==> src/rtl/vbs_pkg.sv <==
// ----------------------------------------------------------------------------
// vbs_pkg
// Shared types and constants of the version blink sequencer.
// ----------------------------------------------------------------------------
package vbs_pkg;

    // Field and register widths
    localparam int unsigned VERSION_W = 16;
    localparam int unsigned TICKS_W   = 16;
    localparam int unsigned UPPER_W   = 10;
    localparam int unsigned LOWER_W   = 7;
    localparam int unsigned CFG_IDX_W = 2;

    // Register indexes of the configuration port
    localparam logic [CFG_IDX_W-1:0] REG_LONG_OFF = 2'd0;
    localparam logic [CFG_IDX_W-1:0] REG_PAUSE    = 2'd1;
    localparam logic [CFG_IDX_W-1:0] REG_PHASE    = 2'd2;

    // Register reset values
    localparam logic [TICKS_W-1:0] LONG_OFF_RST = 16'd2000;
    localparam logic [TICKS_W-1:0] PAUSE_RST    = 16'd1000;
    localparam logic [TICKS_W-1:0] PHASE_RST    = 16'd500;

    // Digit grouping
    localparam int unsigned DIGIT_BASE = 10;
    localparam int unsigned SPLIT_BASE = 100;

    // Divide by 100 as multiply by reciprocal: floor(v * 83887 / 2^23) is exact
    // for every 16-bit v.
    localparam int unsigned DIV_MUL_W = 17;
    localparam int unsigned DIV_SHIFT = 23;
    localparam logic [DIV_MUL_W-1:0] DIV_MUL = 17'd83887;
    localparam int unsigned DIV_PROD_W = VERSION_W + DIV_MUL_W;

    // Duration registers
    typedef struct packed {
        logic [TICKS_W-1:0] long_off_ticks;
        logic [TICKS_W-1:0] pause_ticks;
        logic [TICKS_W-1:0] phase_ticks;
    } t_cfg;

    // One result beat
    typedef struct packed {
        logic led_upper;
        logic led_lower;
        logic showing;
    } t_result;

endpackage

==> src/rtl/version_blink_sequencer.sv <==
// ----------------------------------------------------------------------------
// version_blink_sequencer
// Blinks a version number as digit groups on two status LEDs.
// ----------------------------------------------------------------------------
// Path: an accepted input beat passes through the input register, then the
//   state update into the result register.
// Throughput: one beat per cycle; a stalled result holds the result register,
//   and the input register takes one more beat before the input side stalls.
// Reset: synchronous, active low; clears the sequence state and pipeline
//   valids and loads the duration registers with 2000, 1000 and 500 ticks.
module version_blink_sequencer (
    input  logic                          i_clk,
    input  logic                          i_rst_n,
    // Configuration write port
    input  logic                          i_cfg_we,
    input  logic [vbs_pkg::CFG_IDX_W-1:0] i_cfg_idx,
    input  logic [vbs_pkg::TICKS_W-1:0]   i_cfg_data,
    // Input channel
    input  logic                          i_in_valid,
    output logic                          o_in_stall,
    input  logic                          i_req_type,
    input  logic [vbs_pkg::VERSION_W-1:0] i_version,
    // Output channel
    output logic                          o_out_valid,
    input  logic                          i_out_stall,
    output logic                          o_led_upper,
    output logic                          o_led_lower,
    output logic                          o_showing
);

    vbs_pkg::t_cfg                 r_cfg;
    logic                          r_in_valid;
    logic                          r_req_type;
    logic [vbs_pkg::VERSION_W-1:0] r_version;
    logic [vbs_pkg::UPPER_W-1:0]   r_quot;
    logic                          r_out_valid;
    vbs_pkg::t_result              r_result;

    logic [vbs_pkg::UPPER_W-1:0]   w_quot;
    vbs_pkg::t_result              w_result;
    logic                          w_advance;
    logic                          w_in_take;
    logic                          w_exec;

    // Duration registers
    always_ff @(posedge i_clk) begin
        if (!i_rst_n) begin
            r_cfg.long_off_ticks <= vbs_pkg::LONG_OFF_RST;
            r_cfg.pause_ticks    <= vbs_pkg::PAUSE_RST;
            r_cfg.phase_ticks    <= vbs_pkg::PHASE_RST;
        end else if (i_cfg_we) begin
            case (i_cfg_idx)
                vbs_pkg::REG_LONG_OFF: r_cfg.long_off_ticks <= i_cfg_data;
                vbs_pkg::REG_PAUSE:    r_cfg.pause_ticks    <= i_cfg_data;
                vbs_pkg::REG_PHASE:    r_cfg.phase_ticks    <= i_cfg_data;
                default: ;
            endcase
        end
    end

    // Handshake: advance when the result register is free or being drained
    assign w_advance  = !r_out_valid || !i_out_stall;
    assign o_in_stall = r_in_valid && !w_advance;
    assign w_in_take  = i_in_valid && !o_in_stall;
    assign w_exec     = r_in_valid && w_advance;

    // Split off the upper part ahead of the input register
    vbs_div100 u_div100 (
        .i_version (i_version),
        .o_quot    (w_quot)
    );

    // Input register
    always_ff @(posedge i_clk) begin
        if (!i_rst_n) begin
            r_in_valid <= 1'b0;
        end else if (w_in_take) begin
            r_in_valid <= 1'b1;
        end else if (w_exec) begin
            r_in_valid <= 1'b0;
        end
    end

    always_ff @(posedge i_clk) begin
        if (w_in_take) begin
            r_req_type <= i_req_type;
            r_version  <= i_version;
            r_quot     <= w_quot;
        end
    end

    vbs_core u_core (
        .i_clk      (i_clk),
        .i_rst_n    (i_rst_n),
        .i_en       (w_exec),
        .i_req_type (r_req_type),
        .i_version  (r_version),
        .i_quot     (r_quot),
        .i_cfg      (r_cfg),
        .o_result   (w_result)
    );

    // Result register
    always_ff @(posedge i_clk) begin
        if (!i_rst_n) begin
            r_out_valid <= 1'b0;
        end else if (w_advance) begin
            r_out_valid <= r_in_valid;
        end
    end

    always_ff @(posedge i_clk) begin
        if (w_exec) begin
            r_result <= w_result;
        end
    end

    assign o_out_valid = r_out_valid;
    assign o_led_upper = r_result.led_upper;
    assign o_led_lower = r_result.led_lower;
    assign o_showing   = r_result.showing;

    // Dark LEDs whenever the sequence is not showing
    a_dark_when_idle: assert property (@(posedge i_clk) disable iff (!i_rst_n)
        o_out_valid && !o_showing |-> !o_led_upper && !o_led_lower)
        else $error("LED lit while the sequence is not showing");

    // Stall only with a held beat in the input register
    a_stall_needs_beat: assert property (@(posedge i_clk) disable iff (!i_rst_n)
        o_in_stall |-> r_in_valid)
        else $error("input stalled with an empty input register");

    // A beat that leaves the input register shows up as a result
    a_exec_to_result: assert property (@(posedge i_clk) disable iff (!i_rst_n)
        w_exec |=> o_out_valid)
        else $error("executed beat produced no result");

endmodule

==> src/rtl/vbs_div100.sv <==
// ----------------------------------------------------------------------------
// vbs_div100
// Quotient of the version by 100, by reciprocal multiplication.
// ----------------------------------------------------------------------------
module vbs_div100 (
    input  logic [vbs_pkg::VERSION_W-1:0] i_version,
    output logic [vbs_pkg::UPPER_W-1:0]   o_quot
);

    logic [vbs_pkg::DIV_PROD_W-1:0] w_prod;

    // Scale by the reciprocal and keep the integer part
    assign w_prod = vbs_pkg::DIV_PROD_W'(i_version) * vbs_pkg::DIV_PROD_W'(vbs_pkg::DIV_MUL);
    assign o_quot = w_prod[vbs_pkg::DIV_SHIFT +: vbs_pkg::UPPER_W];

endmodule

==> src/rtl/vbs_core.sv <==
// ----------------------------------------------------------------------------
// vbs_core
// Blink state machine: start/stop handling, tick timer and LED drive.
// ----------------------------------------------------------------------------
module vbs_core (
    input  logic                          i_clk,
    input  logic                          i_rst_n,
    input  logic                          i_en,
    input  logic                          i_req_type,
    input  logic [vbs_pkg::VERSION_W-1:0] i_version,
    input  logic [vbs_pkg::UPPER_W-1:0]   i_quot,
    input  vbs_pkg::t_cfg                 i_cfg,
    output vbs_pkg::t_result              o_result
);

    typedef enum logic [3:0] {
        ST_BEGIN   = 4'd0,
        ST_UP_TEN  = 4'd1,
        ST_UP_ONE  = 4'd2,
        ST_UP_OFF  = 4'd3,
        ST_LO_TEN  = 4'd4,
        ST_LO_ONE  = 4'd5,
        ST_LO_OFF  = 4'd6,
        ST_END     = 4'd7,
        ST_PAUSE_A = 4'd8,
        ST_PAUSE_B = 4'd9,
        ST_PAUSE_C = 4'd10
    } t_phase;

    localparam int unsigned PROD_W = vbs_pkg::VERSION_W + 1;

    t_phase                        r_state, n_state;
    logic                          r_running, n_running;
    logic [vbs_pkg::TICKS_W-1:0]   r_elapsed, n_elapsed;
    logic [vbs_pkg::UPPER_W-1:0]   r_upper_left, n_upper_left;
    logic [vbs_pkg::LOWER_W-1:0]   r_lower_left, n_lower_left;
    logic                          r_upper_led, n_upper_led;
    logic                          r_lower_led, n_lower_led;

    logic [PROD_W-1:0]             w_quot_x100;
    logic [vbs_pkg::VERSION_W-1:0] w_rem;
    logic [vbs_pkg::TICKS_W-1:0]   w_dur;
    logic [vbs_pkg::TICKS_W:0]     w_next_cnt;
    logic                          w_fire;
    logic                          w_upper_tens;
    logic                          w_upper_any;
    logic                          w_lower_tens;
    logic                          w_lower_any;

    // Remainder of the version by 100
    assign w_quot_x100 = PROD_W'(i_quot) * PROD_W'(vbs_pkg::SPLIT_BASE);
    assign w_rem       = i_version - w_quot_x100[vbs_pkg::VERSION_W-1:0];

    // Pick the duration of the current state
    always_comb begin
        case (r_state)
            ST_PAUSE_A, ST_PAUSE_B, ST_PAUSE_C: w_dur = i_cfg.pause_ticks;
            ST_UP_TEN, ST_UP_ONE, ST_UP_OFF,
            ST_LO_TEN, ST_LO_ONE, ST_LO_OFF:     w_dur = i_cfg.phase_ticks;
            default:                             w_dur = i_cfg.long_off_ticks;
        endcase
    end

    // Timer fires once the count reaches the duration
    assign w_next_cnt = {1'b0, r_elapsed} + (vbs_pkg::TICKS_W+1)'(1);
    assign w_fire     = w_next_cnt >= {1'b0, w_dur};

    assign w_upper_tens = r_upper_left >= vbs_pkg::UPPER_W'(vbs_pkg::DIGIT_BASE);
    assign w_upper_any  = r_upper_left != '0;
    assign w_lower_tens = r_lower_left >= vbs_pkg::LOWER_W'(vbs_pkg::DIGIT_BASE);
    assign w_lower_any  = r_lower_left != '0;

    // Next state for one beat
    always_comb begin
        n_state      = r_state;
        n_running    = r_running;
        n_elapsed    = r_elapsed;
        n_upper_left = r_upper_left;
        n_lower_left = r_lower_left;
        n_upper_led  = r_upper_led;
        n_lower_led  = r_lower_led;

        if (i_req_type) begin
            if (r_running) begin
                // Stop: keep everything else
                n_running = 1'b0;
            end else begin
                // Start: load both parts and restart the timer
                n_running    = 1'b1;
                n_state      = ST_BEGIN;
                n_elapsed    = '0;
                n_upper_left = i_quot;
                n_lower_left = w_rem[vbs_pkg::LOWER_W-1:0];
            end
        end else if (r_running) begin
            n_elapsed = w_fire ? '0 : w_next_cnt[vbs_pkg::TICKS_W-1:0];
            case (r_state)
                ST_BEGIN, ST_PAUSE_A: begin
                    if (w_fire) begin
                        n_state = ST_UP_OFF;
                    end
                    n_upper_led = 1'b0;
                    n_lower_led = 1'b0;
                end
                ST_PAUSE_B, ST_PAUSE_C: begin
                    if (w_fire) begin
                        n_state = ST_LO_OFF;
                    end
                    n_upper_led = 1'b0;
                    n_lower_led = 1'b0;
                end
                ST_UP_OFF: begin
                    if (w_fire) begin
                        if (w_upper_tens) begin
                            n_upper_left = r_upper_left
                                           - vbs_pkg::UPPER_W'(vbs_pkg::DIGIT_BASE);
                            n_state      = ST_UP_TEN;
                            n_lower_led  = 1'b1;
                        end else if (w_upper_any) begin
                            n_upper_left = r_upper_left - vbs_pkg::UPPER_W'(1);
                            n_state      = ST_UP_ONE;
                            n_lower_led  = 1'b0;
                        end else begin
                            n_state = ST_PAUSE_B;
                        end
                    end
                    n_upper_led = 1'b0;
                end
                ST_UP_ONE: begin
                    if (w_fire) begin
                        n_state = ST_UP_OFF;
                    end
                    n_lower_led = 1'b0;
                    n_upper_led = 1'b1;
                end
                ST_UP_TEN: begin
                    if (w_fire) begin
                        if (w_upper_tens) begin
                            n_state = ST_UP_OFF;
                        end else if (w_upper_any) begin
                            n_state = ST_PAUSE_A;
                        end else begin
                            n_state = ST_PAUSE_B;
                        end
                    end
                    n_lower_led = 1'b1;
                    n_upper_led = 1'b1;
                end
                ST_LO_OFF: begin
                    if (w_fire) begin
                        if (w_lower_tens) begin
                            n_lower_left = r_lower_left
                                           - vbs_pkg::LOWER_W'(vbs_pkg::DIGIT_BASE);
                            n_state      = ST_LO_TEN;
                            n_upper_led  = 1'b1;
                        end else if (w_lower_any) begin
                            n_lower_left = r_lower_left - vbs_pkg::LOWER_W'(1);
                            n_state      = ST_LO_ONE;
                            n_upper_led  = 1'b0;
                        end else begin
                            n_state = ST_END;
                        end
                    end
                    n_lower_led = 1'b0;
                end
                ST_LO_ONE: begin
                    if (w_fire) begin
                        n_state = ST_LO_OFF;
                    end
                    n_upper_led = 1'b0;
                    n_lower_led = 1'b1;
                end
                ST_LO_TEN: begin
                    if (w_fire) begin
                        if (w_lower_tens) begin
                            n_state = ST_LO_OFF;
                        end else if (w_lower_any) begin
                            n_state = ST_PAUSE_C;
                        end else begin
                            n_state = ST_END;
                        end
                    end
                    n_upper_led = 1'b1;
                    n_lower_led = 1'b1;
                end
                default: begin
                    // Final dark period ends the sequence
                    if (w_fire) begin
                        n_state   = ST_END;
                        n_running = 1'b0;
                    end
                    n_upper_led = 1'b0;
                    n_lower_led = 1'b0;
                end
            endcase
        end
    end

    // Hold state, advance on each beat
    always_ff @(posedge i_clk) begin
        if (!i_rst_n) begin
            r_state      <= ST_BEGIN;
            r_running    <= 1'b0;
            r_elapsed    <= '0;
            r_upper_left <= '0;
            r_lower_left <= '0;
            r_upper_led  <= 1'b0;
            r_lower_led  <= 1'b0;
        end else if (i_en) begin
            r_state      <= n_state;
            r_running    <= n_running;
            r_elapsed    <= n_elapsed;
            r_upper_left <= n_upper_left;
            r_lower_left <= n_lower_left;
            r_upper_led  <= n_upper_led;
            r_lower_led  <= n_lower_led;
        end
    end

    // Result of this beat, from the updated state
    assign o_result.led_upper = n_running & n_upper_led;
    assign o_result.led_lower = n_running & n_lower_led;
    assign o_result.showing   = n_running;

endmodule
==> config.mk <==
export PLATFORM = sky130hd
export DESIGN_NAME = version_blink_sequencer
export DESIGN_NICKNAME = d
export VERILOG_FILES = /design/src/rtl/vbs_pkg.sv /design/src/rtl/version_blink_sequencer.sv /design/src/rtl/vbs_div100.sv /design/src/rtl/vbs_core.sv
export SDC_FILE = /design/constraint.sdc
export NUM_CORES = 1
export LEC_CHECK = 0
export ABC_AREA = 1
export BUFFER_PORTS_ARGS = -buffer_cell sky130_fd_sc_hd__buf_2
export CAP_MARGIN = 15
export CORE_MARGIN = 5
export CORE_UTILIZATION = 55
export DETAILED_ROUTE_END_ITERATION = 6
export HOLD_SLACK_MARGIN = 0.06
export PLACE_DENSITY_LB_ADDON = 0.08
export SYNTH_ARGS = -nofsm -noshare
export SYNTH_HDL_FRONTEND = slang
export SYNTH_SLANG_ARGS = --single-unit
==> constraint.sdc <==
create_clock -name i_clk -period 13.1 [get_ports i_clk]
set_clock_uncertainty 0.05 [all_clocks]
set_input_delay 3.275 -clock i_clk [delete_from_list [all_inputs] [get_ports i_clk]]
set_output_delay 3.275 -clock i_clk [all_outputs]
set_load 0.05 [all_outputs]
==> reports/metrics.csv, run 1 <==
stage,metric,value,unit
yosys,synth.distinct_cells,50,
pwr,peakVddDrop,0.125,mV
clock_tree,cts_tree,yes,
placed_design,hpwl,21100,µm
critical_path,path_cells,buf_2 > inv_1 > fa_1 > fa_1 > inv_1 > fa_1 > fa_1 > fa_1 > inv_1 > fa_1 > inv_1 > ha_1 > nand2_1 > nor4_1 > o21ai_0 > o21ai_0 > a21oi_1 > xor2_1,
timing,maxSlewHeadroom,0.316,
critical_path,critPathMaxStageDelay,610,ps
timing,rsz0062_at_grt,false,
yosys,async_reset_ff_frac,0,
worst_hold_path,worstHoldPathType,reg2reg,
die,die_h,154,µm
detailed_routing,vias_per_cell,5.25,
yosys,syn-num-nets,1752,
critical_path,path_buf_inv,5,
timing,period_needed,8420,ps
die,start_util,0.562,
detailed_routing,drt-initial-drc-count,479,
critical_path,worstPathRequired,13160,ps
detailed_routing,wire_per_inst,15.1,µm
status,status,"complete, no violations",
timing,clock.fmax,0.119,GHz
pwr,leakage,6.24,nW
placed_design,dpl_cell_area,11900,µm²
die,ios,45,
clock_tree,post-cts-setup-buffers,0,
finish,design_area,12200,µm²
placed_design,gp_congestion,0.889,
timing,hold_viol_final,0,
timing,setup_tns,0,ps
die,core,20400,µm²
yosys,ys_dominant_reg_cell,dfxtp_1,
critical_path,arrival,8480,ps
detailed_routing,ant_nets,0,
pwr,p_per_area,208,nW/µm²
critical_path,cpMostUsedCell,fa_1,
clock_tree,ctsResizeCount,0,
die,die_x,154,µm
detailed_routing,firstDrtPassIters,5,
yosys,ys_ff_latch,111,
clock_tree,ctsHtreeMaxLevel,3,
grt,gr-total-overflow,0,
clock_tree,cts_buffer_depth,2,
timing,maxSlewViolCount,0,
detailed_routing,drt-total-wl,26500,µm
grt,grt_max_degree,69,
timing,holdWs,415,ps
critical_path,crit_path_start_kind,input pin,
critical_path,crit_cells,18,
finish,final_common_cell,inv_1,
timing,worst_pin_slew,1030,ps
finish,drive_above_1_share,0.0821,
yosys,synthCells,1449,
clock_tree,cts_hold_buffers,0,
grt,grt_usage,0.227,
finish,n_antenna_cell,0,
pwr,p_total,2.55,mW
grt,grt_antenna_before_repair,0,
finish,register_area,2430,µm²
critical_path,end_kind,flip-flop,
clock_tree,insertion_delay,360,ps
yosys,ys_warn_count,0,
clock_tree,cts.clk_slew.worst_paths,80,ps
timing,post-route-period-util,0.642,
detailed_routing,drcViolationCount,0,
placed_design,io_buffers,44,
finish,fill_cells,1852,
clock_tree,cts.sinks,111,
yosys,syn_area,11500,µm²
critical_path,reg2reg_depth,22,
critical_path,slowest_stage,fa_1,
clock_tree,cts_buffers,9,
die,rows,52,
yosys,synth_area_per_cell,7.90,µm²
clock_tree,root_buffer,clkbuf_16,
grt,grt_pass1_vias,9067,
yosys,yosysSeqAreaShare,0.212,
finish,synthToLayoutAreaGrowth,6.69,%
critical_path,crit_family,adder cells,
finish,layout_common_cells,"inv_1 (277), nand2_1 (231), ha_1 (165)",
grt,grt_pass1_wl,44500,µm
die,die_area,23800,µm²
critical_path,worstSetupPathType,in2reg,
detailed_routing,num_vias,9217,
critical_path,cp_max_fo,6,
yosys,synth_edf_count,21,
timing,setup_viol,0,
finish,multi_input_area,7830,µm²
finish,final_nets,1784,
job,maxCapViolCount,0,
finish,postLayoutCoreUtil,0.600,
worst_hold_path,holdPathStages,2,
## final timing paths
kind,slack (ps),end,startpoint
max reg2reg,9280,u_core.r_upper_left[2]$_SDFFE_PN0P_,u_core.r_state[1]$_SDFFE_PN0P_
min,410,r_cfg[23]$_SDFFE_PN1P_,r_cfg[23]$_SDFFE_PN1P_
max,4680,r_quot[7]$_DFFE_PP_,i_version[14]
min reg2reg,410,r_cfg[23]$_SDFFE_PN1P_,r_cfg[23]$_SDFFE_PN1P_
## stage by stage
stage          std cells  worst slack, ps
2_1_floorplan       1449             4950
3_3_place_gp        1740             4410
3_5_place_dp        1740             4330
4_1_cts             1756             4710
5_1_grt             1756             4340
6_report            1756             4680
## kinds of logic (layout without fill, tap and decap cells)
group / count (synthesis) / after routing / share of synthesized area
AOI/OAI and AO/OA: 243 / 243 / 0.121
DFF: 111 / 111 / 0.212
and+or+nand+nor: 492 / 492 / 0.187
muxes: 1 / 1 / 0.000874
xor gates and xnor gates: 30 / 30 / 0.0229
buffers and inverters: 309 / 346 / 0.104
adders and majority gates: 263 / 263 / 0.352
## worst min-delay path: stages, from the launching register on
cell	delay, ps
dfxtp_1	330
nand2_1	50
nand3_1	50
## Yosys cell counts (21+ instances only)
master	count	area share
inv_1	277	0.091
nand2_1	231	0.076
ha_1	165	0.18
nor2_1	143	0.047
fa_1	98	0.17
o21ai_0	95	0.042
dfxtp_1	90	0.16
a21oi_1	88	0.038
nand3_1	47	0.021
clkbuf_1	22	0.0072
edfxtp_1	21	0.055
## flip-flops by register name, summed over array words and instances (netlist names)
name                 flops
u_core.r_lower_led       1
u_core.r_state           4
o_out_valid              1
r_req_type               1
r_cfg                   48
r_version                7
o_showing                1
r_in_valid               1
o_led_upper              1
u_core.r_upper_led       1
u_core.r_running         1
u_core.r_lower_left      7
u_core.r_elapsed        16
r_quot                  10
u_core.r_upper_left     10
o_led_lower              1
## layer usage
layer,vias to the layer above,share of wire,GRT usage
li1,4710,-,-
met4,0,0.015,0.0576
met1,4322,0.47,0.320
met5,-,0,0
met2,161,0.48,0.381
met3,24,0.031,0.0170
## layout make-up
| cell class | instances | area share |
|---|---|---|
| timing repair buffer | 48 | 0.0205 |
| clock buffer | 9 | 0.0184 |
| inverter | 282 | 0.0866 |
| sequential | 111 | 0.199 |
| clock inverter | 7 | 0.00676 |
| multi-input combinational | 1029 | 0.641 |
| tap | 270 | 0.0276 |
## power breakdown
| part | switching [mW] | internal (mW) |
|---|---|---|
| clock network | 0.148 | 0.138 |
| logic | 1.14 | 0.701 |
| registers | 0.0187 | 0.397 |
| total | 1.31 | 1.24 |
Power figures use the tool's default switching activity.
==> run 2, diff against run 1 <==
==> constraint.sdc (replaced) <==
create_clock -name i_clk -period 6.97 [get_ports i_clk]
set_clock_uncertainty 0.05 [all_clocks]
set_input_delay 1.7425 -clock i_clk [delete_from_list [all_inputs] [get_ports i_clk]]
set_output_delay 1.7425 -clock i_clk [all_outputs]
set_load 0.05 [all_outputs]
==> reports/metrics.csv, run 2 (synthesis gave the netlist of run 1 again) <==
stage,metric,value,unit
finish,synthToLayoutAreaGrowth,8.55,%
critical_path,critPathMaxStageDelay,560,ps
pwr,p_per_area,389,nW/µm²
critical_path,regToRegEndpoint,u_core.r_upper_left[6]$_SDFFE_PN0P_,
clock_tree,cts_buffer_depth,2,
grt,grt_use_met3,0.0201,
clock_tree,post-cts-setup-buffers,0,
detailed_routing,ant_nets,0,
grt,grt_pass1_wl,45100,µm
timing,period_needed,6570,ps
critical_path,crit_path_start,i_version[14],
timing,post-route-period-util,0.943,
critical_path,cpMostUsedCell,fa_1,
finish,top_regs,"r_cfg x48, u_core.r_elapsed x16",
pwr,p_total,4.84,mW
clock_tree,cts_buffers,9,
grt,grt_antenna_before_repair,0,
finish,final_common_cell,inv_1,
timing,setup_tns,0,ps
grt,grt_max_degree,69,
die,die_area,23800,µm²
critical_path,path_cells,buf_2 > inv_1 > fa_1 > fa_1 > inv_1 > fa_1 > fa_1 > fa_1 > inv_1 > fa_1 > inv_1 > ha_1 > nand2_1 > nor4_1 > o21ai_0 > o21ai_0 > buf_4 > a21oi_1 > xor2_1,
detailed_routing,firstDrtPassIters,6,
worst_hold_path,worstHoldPathType,reg2reg,
critical_path,slowest_stage,fa_1,
finish,layout_common_cells,"inv_1 (277), nand2_1 (231), ha_1 (165)",
die,die_h,154,µm
die,start_util,0.562,
critical_path,path_buf_inv,6,
timing,worst_pin_slew,1020,ps
placed_design,io_buffers,44,
critical_path,crit_path_start_kind,input pin,
die,core,20400,µm²
finish,largest_reg_flops,48,
detailed_routing,wire_per_inst,15.0,µm
timing,setup_viol,0,
timing,hold_viol_final,0,
clock_tree,cts.sinks,111,
critical_path,worstSetupPathType,in2reg,
finish,instances_no_fill,1784,
placed_design,gp_congestion,0.947,
pwr,leakage,6.38,nW
detailed_routing,drcViolationCount,0,
worst_hold_path,hold_start,r_cfg[24]$_SDFFE_PN1P_,
grt,grt_usage,0.230,
detailed_routing,vias_per_cell,5.21,
timing,clock.fmax,0.152,GHz
finish,drive_above_1_share,0.0991,
pwr,peakVddDrop,0.257,mV
detailed_routing,drt-total-wl,26800,µm
finish,postLayoutCoreUtil,0.610,
critical_path,arrival,6620,ps
critical_path,end_kind,flip-flop,
critical_path,crit_family,adder cells,
clock_tree,ctsHtreeMaxLevel,3,
grt,gr-total-overflow,0,
clock_tree,cts.clk_slew.worst_paths,90,ps
die,ios,45,
placed_design,hpwl,21900,µm
timing,rsz0062_at_grt,false,
clock_tree,cts_hold_buffers,0,
clock_tree,cts_tree,yes,
finish,final_nets,1812,
timing,maxSlewHeadroom,0.317,
finish,regMostFlops,r_cfg,
detailed_routing,num_vias,9286,
critical_path,cp_max_fo,4,
die,die_x,154,µm
finish,n_antenna_cell,0,
clock_tree,root_buffer,clkbuf_16,
worst_hold_path,holdPathStages,2,
worst_hold_path,holdPathEnd,r_cfg[24]$_SDFFE_PN1P_,
grt,grtUsageMet1,0.316,
status,status,"complete, no violations",
critical_path,worstPathRequired,7020,ps
clock_tree,ctsResizeCount,0,
clock_tree,insertion_delay,370,ps
timing,maxSlewViolCount,0,
grt,top_usage_layer,met2,
finish,fill_cells,1857,
critical_path,reg2reg_depth,20,
placed_design,dp_cells,1768,
die,rows,52,
job,maxCapViolCount,0,
detailed_routing,drt-initial-drc-count,444,
critical_path,regToRegStartpoint,u_core.r_state[1]$_SDFFE_PN0P_,
critical_path,r2r_slack,3130,ps
grt,met2_usage,0.389,
grt,grt_pass1_vias,9206,
## run 2: cell types whose count changed in the layout (fill, tap and decap cells not counted), sizes merged
cell,before,now
buf,48,76
clkbuf,9,10
inv,286,285
## run 2: where the power goes
group	internal, mW	total [mW]	switching (mW)
logic	1.39	3.52	2.13
clock network	0.266	0.536	0.269
registers	0.746	0.781	0.0346
total	2.40	4.84	2.44
## run 2: area by class of cell
class                      instances  area, µm²  share of cell area
clock buffer                      10        239              0.0192
clock inverter                     6       72.6             0.00584
inverter                         282       1060              0.0851
multi-input combinational       1029       7830               0.630
sequential                       111       2430               0.196
tap                              270        338              0.0272
timing repair buffer              76        460              0.0370
## run 2: worst max path at each step
stage / end / slack [ps] / cells after the start
final: r_quot[7]$_DFFE_PP_ / 400 / 19
after global routing: r_quot[7]$_DFFE_PP_ / 170 / 22
after CTS: r_quot[7]$_DFFE_PP_ / 430 / 19
after detailed placement: r_quot[7]$_DFFE_PP_ / 50 / 19
after global placement: r_quot[6]$_DFFE_PP_ / 170 / 20
after floorplan: r_quot[7]$_DFFE_PP_ / 360 / 17
## run 2: per-stage QoR
stage                     setup WS, ps  hold WS, ps  area [µm²]
after floorplan                    356          379       11500
after global placement             170          390       12100
after detailed placement          45.7          393       12100
after CTS                          429          416       12400
after global routing               171          423       12400
final                              399          417       12400
## run 2: layer usage
metal / part of all wire / wire length, µm / vias up
met5: 0 / 0 / -
met4: 0.027 / 721 / 0
met3: 0.035 / 936 / 43
met2: 0.48 / 12700 / 187
met1: 0.46 / 12400 / 4298
li1: - / - / 4758
## run 2: worst min-delay path: stages (launching register included)
cell and delay, ps:
dfxtp_1 340, nand2_1 50, nand3_1 50
